File: src/sfilt_pkg.sv
// ---------------------------------------------------------------------------
// sfilt_pkg: shared types and constants of the separable 8-tap 2-D filter
// Widths, arithmetic constants, register indexes and the cell control word.
// ---------------------------------------------------------------------------
package sfilt_pkg;

   // geometry
   localparam int MAX_WIDTH        = 128;
   localparam int MAX_HEIGHT       = 128;
   localparam int TAP_COUNT        = 8;
   localparam int HIST_ROWS        = TAP_COUNT - 1;
   localparam int FRACTION_BITS    = 7;
   localparam int FIRST_ROUND_BITS = 3;
   localparam int PIXEL_MAX        = 255;

   // arithmetic constants
   localparam int ROUND1      = 2 * FRACTION_BITS - FIRST_ROUND_BITS;
   localparam int OFFSET_BITS = 8 + 2 * FRACTION_BITS - FIRST_ROUND_BITS;
   localparam int H_BIAS      = (1 << (8 + FRACTION_BITS - 1)) + (1 << (FIRST_ROUND_BITS - 1));
   localparam int V_BIAS      = (1 << OFFSET_BITS) + (1 << (ROUND1 - 1));
   localparam int POST_SUB    = (1 << (OFFSET_BITS - ROUND1)) +
                                (1 << (OFFSET_BITS - ROUND1 - 1));

   // widths
   localparam int PIX_W   = 8;
   localparam int TAP_W   = 8;
   localparam int MID_W   = 16;
   localparam int HPROD_W = TAP_W + PIX_W + 1;
   localparam int VPROD_W = TAP_W + MID_W;
   localparam int HSUM_W  = HPROD_W + 4;
   localparam int VSUM_W  = VPROD_W + 4;
   localparam int DIM_W   = 9;
   localparam int ADDR_W  = $clog2(MAX_WIDTH);
   localparam int COL_W   = $clog2(MAX_WIDTH + HIST_ROWS + 1);
   localparam int ROW_W   = $clog2(MAX_HEIGHT + HIST_ROWS + 1);
   localparam int CSR_IDX_W  = 3;
   localparam int CSR_DATA_W = 32;

   // register indexes
   localparam logic [CSR_IDX_W-1:0] CSR_BLOCK_WIDTH     = 3'd0;
   localparam logic [CSR_IDX_W-1:0] CSR_BLOCK_HEIGHT    = 3'd1;
   localparam logic [CSR_IDX_W-1:0] CSR_HORIZ_TAPS_LOW  = 3'd2;
   localparam logic [CSR_IDX_W-1:0] CSR_HORIZ_TAPS_HIGH = 3'd3;
   localparam logic [CSR_IDX_W-1:0] CSR_VERT_TAPS_LOW   = 3'd4;
   localparam logic [CSR_IDX_W-1:0] CSR_VERT_TAPS_HIGH  = 3'd5;

   // Gaussian kernel {0, 8, 30, 52, 30, 8, 0, 0}, tap 0 in the low byte
   localparam logic [CSR_DATA_W-1:0] TAPS_LOW_RESET  = 32'h341E_0800;
   localparam logic [CSR_DATA_W-1:0] TAPS_HIGH_RESET = 32'h0000_081E;

   typedef logic        [PIX_W-1:0]   pix_type;
   typedef logic signed [TAP_W-1:0]   tap_type;
   typedef logic signed [MID_W-1:0]   mid_type;
   typedef logic signed [HPROD_W-1:0] hprod_type;
   typedef logic signed [VPROD_W-1:0] vprod_type;
   typedef logic signed [HSUM_W-1:0]  hsum_type;
   typedef logic signed [VSUM_W-1:0]  vsum_type;
   typedef logic        [ADDR_W-1:0]  addr_type;

   // control word broadcast along the cell row
   typedef struct packed {
      logic     shift;
      logic     rd;
      logic     wr;
      addr_type addr;
   } cell_ctrl_type;

endpackage

File: src/sfilt_ram.sv
// ---------------------------------------------------------------------------
// sfilt_ram: generic single-write, single-read RAM
// One write port and one read port, read data registered.
// ---------------------------------------------------------------------------
module sfilt_ram #(
   parameter int WIDTH = 16,
   parameter int DEPTH = 128
) (
   input  logic                     clock,
   input  logic                     wr_en,
   input  logic [$clog2(DEPTH)-1:0] wr_addr,
   input  logic [WIDTH-1:0]         wr_data,
   input  logic                     rd_en,
   input  logic [$clog2(DEPTH)-1:0] rd_addr,
   output logic [WIDTH-1:0]         rd_data
);

   logic [WIDTH-1:0] mem_ff [DEPTH];
   logic [WIDTH-1:0] rd_data_ff;

   // write port
   always_ff @(posedge clock) begin
      if (wr_en) begin
         mem_ff[wr_addr] <= wr_data;
      end
   end

   // registered read port
   always_ff @(posedge clock) begin
      if (rd_en) begin
         rd_data_ff <= mem_ff[rd_addr];
      end
   end

   assign rd_data = rd_data_ff;

endmodule

File: src/sfilt_cell.sv
// ---------------------------------------------------------------------------
// sfilt_cell: one tap cell of the filter row
// Holds one pixel of the horizontal window and one delayed intermediate
// line; passes both to its left neighbor and forms the two tap products.
// ---------------------------------------------------------------------------
module sfilt_cell (
   input  logic                     clock,
   input  logic                     reset,
   input  sfilt_pkg::cell_ctrl_type ctrl,
   input  sfilt_pkg::pix_type       pix_from_right,
   output sfilt_pkg::pix_type       pix_out,
   input  sfilt_pkg::tap_type       h_tap,
   input  sfilt_pkg::tap_type       v_tap,
   input  sfilt_pkg::mid_type       line_from_right,
   output sfilt_pkg::mid_type       line_out,
   output sfilt_pkg::hprod_type     h_prod,
   output sfilt_pkg::vprod_type     v_prod
);
   import sfilt_pkg::*;

   pix_type   pix_ff, pix_in;
   hprod_type h_prod_ff, h_prod_in;
   vprod_type v_prod_ff, v_prod_in;
   logic [MID_W-1:0] line_rd;

   // pixel window tap: shifts one place left per accepted word
   assign pix_in = ctrl.shift ? pix_from_right : pix_ff;

   always_ff @(posedge clock) begin
      if (reset) begin
         pix_ff <= '0;
      end else begin
         pix_ff <= pix_in;
      end
   end

   // line delay: one row of intermediates, refilled from the right neighbor
   sfilt_ram #(
      .WIDTH (MID_W),
      .DEPTH (MAX_WIDTH)
   ) u_line (
      .clock   (clock),
      .wr_en   (ctrl.wr),
      .wr_addr (ctrl.addr),
      .wr_data (line_from_right),
      .rd_en   (ctrl.rd),
      .rd_addr (ctrl.addr),
      .rd_data (line_rd)
   );

   // tap products, registered every cycle
   assign h_prod_in = hprod_type'(h_tap) * hprod_type'($signed({1'b0, pix_ff}));
   assign v_prod_in = vprod_type'(v_tap) * vprod_type'($signed(line_rd));

   always_ff @(posedge clock) begin
      h_prod_ff <= h_prod_in;
      v_prod_ff <= v_prod_in;
   end

   assign pix_out  = pix_ff;
   assign line_out = $signed(line_rd);
   assign h_prod   = h_prod_ff;
   assign v_prod   = v_prod_ff;

endmodule

File: config.mk
export PLATFORM = sky130hd
export DESIGN_NAME = sfilt_cell
export DESIGN_NICKNAME = d
export VERILOG_FILES = /design/src/sfilt_pkg.sv /design/src/sfilt_ram.sv /design/src/sfilt_cell.sv
export SDC_FILE = /design/constraint.sdc
export NUM_CORES = 2
export LEC_CHECK = 0
export BUFFER_PORTS_ARGS = -buffer_cell sky130_fd_sc_hd__buf_4
export CORE_ASPECT_RATIO = 0.9
export CORE_MARGIN = 1
export CORE_UTILIZATION = 60
export DETAILED_ROUTE_END_ITERATION = 6
export PLACE_DENSITY_LB_ADDON = 0.2
export SLEW_MARGIN = 30
export SYNTH_ARGS = -nofsm -noshare
export SYNTH_HDL_FRONTEND = slang
export SYNTH_HIERARCHICAL = 1
export SYNTH_SLANG_ARGS = --single-unit
File: constraint.sdc
create_clock -name clock -period 10.1 [get_ports clock]
set_input_delay 0.505 -clock clock [delete_from_list [all_inputs] [get_ports clock]]
set_output_delay 0.505 -clock clock [all_outputs]
set_load 0.02 [all_outputs]
# After elaboration in Yosys (flattened, before gate mapping)
# Memory sizes are Yosys's and may differ from the RTL's. A register that Yosys moved wholly into a read port is not among the register bits.
# Cells that the tools add are included.
[word_totals]
output_inout_bits = 65
mem_bits_ro = 0
ramBits = 2048
n_memories = 1
latchBits = 0
ff_bits = 49
[op_classes]
bitwise_logic = 0
order_cmp = 0
n_eq_ne = 0
div_mod_pow = 0
n_addsub = 0
mul = 2
reduce_logical = 0
mux = 2
n_shift = 0
[mem_list]
columns = ["memory", "depth", "word_bits", "read_ports", "rd_ports_with_merged_regs", "wr", "line_no", "rtl"]
rows = [
  ["u_line.mem_ff", 128, 16, 1, 1, 1, "sfilt_ram.sv:18", "logic [WIDTH-1:0] mem_ff [DEPTH];"],
]
[op_table]
columns = ["cell", "n"]
rows = [
  ["$mul A8 B16 Y24", 1],
  ["$mul A8 B9 Y17", 1],
  ["$mux W1", 2],
]

# Longest topological paths before layout
[depth]
depth_word = 2
mapped_depth = 17
mapped_depth_nobuf = 17

# By module
# The synthesis kept the hierarchy.
[by_module_without_submodules]
columns = ["module", "n_inst", "area_per_inst_um2", "cells_each"]
rows = [
  ["sfilt_ram", 1, 78683.0, 3086],
  ["sfilt_cell", 1, 7876.3, 864],
]

# Least setup slack after synthesis
# No wires, ideal clock.
[synth_path]
kind = "input-to-reg"
start = "in v_tap[7]"
end = "reg v_prod_ff[14] (netlist: v_prod[14])"
slack_ns = 5.446
n_path_buf = 1
arrival_ns = 4.534
cell_stages = 16
required_time_ns = 9.980
cell_sequence = "inv_1 > buf_1 > nor2_1 > fa_1 > fa_1 > fa_1 > inv_1 > fa_1 > inv_1 > ha_1 > o211ai_1 > a21oi_1 > o211ai_1 > a21boi_0 > o21a_1 > o31a_1"
[synth_via]
elab_chain_cells = 1
[synth_rtl]
columns = ["element", "line_no", "rtl"]
rows = [
  ["start: declaration", "sfilt_cell.sv:13", "input sfilt_pkg::tap_type v_tap,"],
  ["$mul A8 B16 Y24", "sfilt_cell.sv:53", "assign v_prod_in = vprod_type'(v_tap) * vprod_type'($signed(line_rd));"],
  ["named net v_prod_in[14]", "sfilt_cell.sv:23", "vprod_type v_prod_ff, v_prod_in;"],
  ["end signal: assignment", "sfilt_cell.sv:57", "v_prod_ff <= v_prod_in;"],
  ["end: declaration", "sfilt_cell.sv:23", ""],
]
# The timed path passes the listed nets, and every way through them passes these cells.
# A chain may end at the register's enable or synchronous reset.

# Worst setup path after layout
[layout_path]
start = "reg u_line.rd_data_ff[0] (netlist: u_line/rd_data[0]), read port of u_line.mem_ff"
end = "reg v_prod_ff[14] (netlist: v_prod[14])"
[layout_via]
elab_chain_cells = 1
[layout_rtl]
columns = ["element", "line_no", "rtl"]
rows = [
  ["start: declaration", "sfilt_ram.sv:19", "logic [WIDTH-1:0] rd_data_ff;"],
  ["$mul A8 B16 Y24", "sfilt_cell.sv:53", ""],
  ["named net v_prod_in[14]", "sfilt_cell.sv:23", ""],
]
# The timed path passes the listed nets, and every way through them passes these cells.

==> flow_metrics.tcl <==
set metrics [dict create \
    status "finished, final reports clean" \
    cellPowerDensity_nw_per_um2 207 \
    drv_slew 0 \
    drt.antenna.violating_nets 0 \
    grt_max_degree 140 \
    first_iter_violations 5446 \
    postSynthCellCount 3950 \
    area_growth_pct 12.1 \
    crit_buf_inv 3 \
    grt-ovfl-total 0 \
    maxSlewHeadroom_pct 27.9 \
    yosysUniqueCellTypes 52 \
    worstSetupPathType "reg2reg" \
    grt_use_total_pct 28.5 \
    timing.final.crit_share_pct 51.4 \
    cp-end-kind "flop" \
    io_buffer_count 116 \
    post_cts_buffers 0 \
    grt_pass1_wl_mm 294 \
    cts_root_buffer "clkbuf_16" \
    crit_path_frequent_cell "fa_1" \
    tritoncts "done" \
    finalCriticalPeriod_ns 5.20 \
    cts_hold_buffers 15 \
    ir_worst_vdd_mv 0.183 \
    die_h_um 362 \
    via_count 41700 \
    synth_edf_count 2064 \
    syn_area_um2 86600 \
    dieArea_um2 146000 \
    drive_gt1_share_pct 29.1 \
    cp_max_fo 10 \
    async_flop_share_pct 0 \
    hpwl_mm 117 \
    synth_nets 4230 \
    yosysSeqAreaShare_pct 72.7 \
    worst_pin_slew_ns 1.08 \
    fin_cells 6304 \
    clock_latency_ns 0.84 \
    whs_ns 0.0604 \
    cts_sinks 2113 \
    ioPinCount 117 \
    row_count 131 \
    core_area_um2 142000 \
    start_util_pct 60.8 \
    final_hold_viol_count 0 \
    crit_slowest_cell "edfxtp_1" \
    finalSetupViolations 0 \
    cts-buffers-inserted 195 \
    cts.htree.levels 4 \
    grt_pass1_vias 41900 \
    yosysWarnings 6 \
    routedWlPerCell_um 32.1 \
    synth_top_flop_cell "edfxtp_1" \
    grt_antenna_before_repair 15 \
    layout.nets 4550 \
    critical_path_required_ns 10.79 \
    gp_congestion 0.827 \
    cpLargestDelayFamily "adder cells" \
    cp-start-kind "flop" \
    hold_class "in2reg" \
    dp_slack_ns 4.92 \
    viasPerCell 6.62 \
    power_w 0.0200 \
    clkTransAtPathRegs_ns 0.06 \
    setup-tns-final_ns 0 \
    cts_resized 0 \
    dp.cells 5918 \
    clock-skew-final_ns 0.0446 \
    max_freq_ghz 0.192 \
    worstPathCellList "nand2b_1 -> fa_1 -> fa_1 -> inv_1 -> fa_1 -> inv_1 -> fa_1 -> inv_1 -> ha_1 -> o211ai_1 -> a21oi_1 -> o211ai_1 -> a21boi_0 -> o21a_1 -> o31a_1" \
    worst_ep_arrival_time_ns 5.88 \
    synth-seq-cells 2113 \
    post-route-drc-count 0 \
    rsz0062_at_grt "false" \
    clk_path_buf_depth 3 \
    fillers 8691 \
    syn_area_per_cell_um2 21.9 \
    max_stage_delay_ns 0.71 \
    maxCapViolations 0 \
    die_w_um 402 \
    drt-pass1-iter-count 5 \
    fin_ws_ns 4.90 \
    wl_mm 203 \
    p_leak_nw 31.8 \
]
layer usage:
layer  global-route usage [%]  part of all wire, %
met5                        0                0.027
met4                     7.70                  2.2
met3                     6.19                   11
met2                     43.7                   47
met1                     42.4                   39
kinds of logic after synthesis:
kind of cell	after synthesis	share of synthesized area (%)
buffers and inverters	384	1.75
multiplexers	696	17.8
AO/OA/AOI/OAI	72	0.548
flip-flops	2113	72.7
AND/OR/NAND/NOR	426	2.35
XOR/XNOR	31	0.314
adder cells (fa/ha/maj)	228	4.51
cells in the final DEF (no fill, tap or decap), types with 7 or more instances in the layout:
master | synthesis | routed
edfxtp_1 | 2064 | 2064
mux4_2 | 672 | 672
buf_4 | 1 | 272
inv_1 | 205 | 205
clkbuf_16 | 0 | 199
fa_1 | 140 | 140
nor2_1 | 167 | 134
and2_1 | 119 | 119
ha_1 | 88 | 88
nand2_1 | 74 | 74
clkinv_1 | 0 | 55
dfxtp_1 | 49 | 49
clkbuf_1 | 95 | 35
clkinv_2 | 0 | 34
nor2_2 | 0 | 29
xnor2_1 | 26 | 26
a21oi_1 | 23 | 23
nand3_1 | 16 | 16
mux2_2 | 16 | 16
bufinv_16 | 0 | 15
dlygate4sd3_1 | 0 | 15
nand2b_1 | 12 | 12
o21ai_0 | 10 | 10
nor2b_1 | 10 | 10
diode_2 | 0 | 8
mux2i_1 | 8 | 8
nor3_2 | 0 | 8
a21o_1 | 7 | 7
nand4_1 | 7 | 7
power breakdown:
part           switching, W  internal [W]  leakage (nW)  total, W
combinational       0.00174       0.00126          9.77   0.00300
clock               0.00320       0.00400          3.04   0.00720
sequential        0.0000736       0.00976          19.0   0.00984
total               0.00501        0.0150          31.8    0.0200
state kept, by name (all words and copies together), names as in the netlist:
name and cells:
h_prod 17, v_prod 24, u_line/rd_data 16, u_line/mem_ff 2048, pix_out 8
synth_stat cells (all sizes together), types with 23 or more instances:
library cell | instances | area, um^2
dfxtp | 49 | 981
inv | 205 | 769
and2 | 119 | 744
mux4 | 672 | 15100
clkbuf | 95 | 357
a21oi | 23 | 115
nor2 | 167 | 627
buf | 84 | 392
ha | 88 | 1100
edfxtp | 2064 | 62000
fa | 140 | 2800
nand2 | 74 | 278
xnor2 | 26 | 228
per-stage QoR:
stage	util (%)	instance area [um^2]
5_1_grt	68.1	97000
4_1_cts	68.0	96900
3_3_place_gp	63.5	90500
3_5_place_dp	63.6	90500
6_report	68.1	97000
2_1_floorplan	-	86600
worst paths after layout:
path | startpoint | to | slack [ns] | cells after the start
setup / recovery | u_line/rd_data[0] | v_prod[14] | 4.90 | 15
hold / removal | ctrl[9] | pix_out[3] | 0.06 | 3
setup reg to reg | u_line/rd_data[0] | v_prod[14] | 4.90 | 15
hold reg to reg | pix_out[0] | h_prod[0] | 0.69 | 1
area by class of cell:
type                    count  area [um^2]  area share [%]
diodes                      8         20.0          0.0206
clock buffers             234         5110            5.27
clock inverters           127         1130            1.16
inverters                 205          769           0.793
multi-input cells        1453        22200            22.9
flip-flops and latches   2113        63000            64.9
well taps                1862         2330            2.40
repair buffers            302         2460            2.53
worst min-delay path, cell delays in order:
cell	delay (ns)
buf_4	0.16
mux2i_1	0.09
nor2_1	0.08
(Power assumes the default switching activity.)
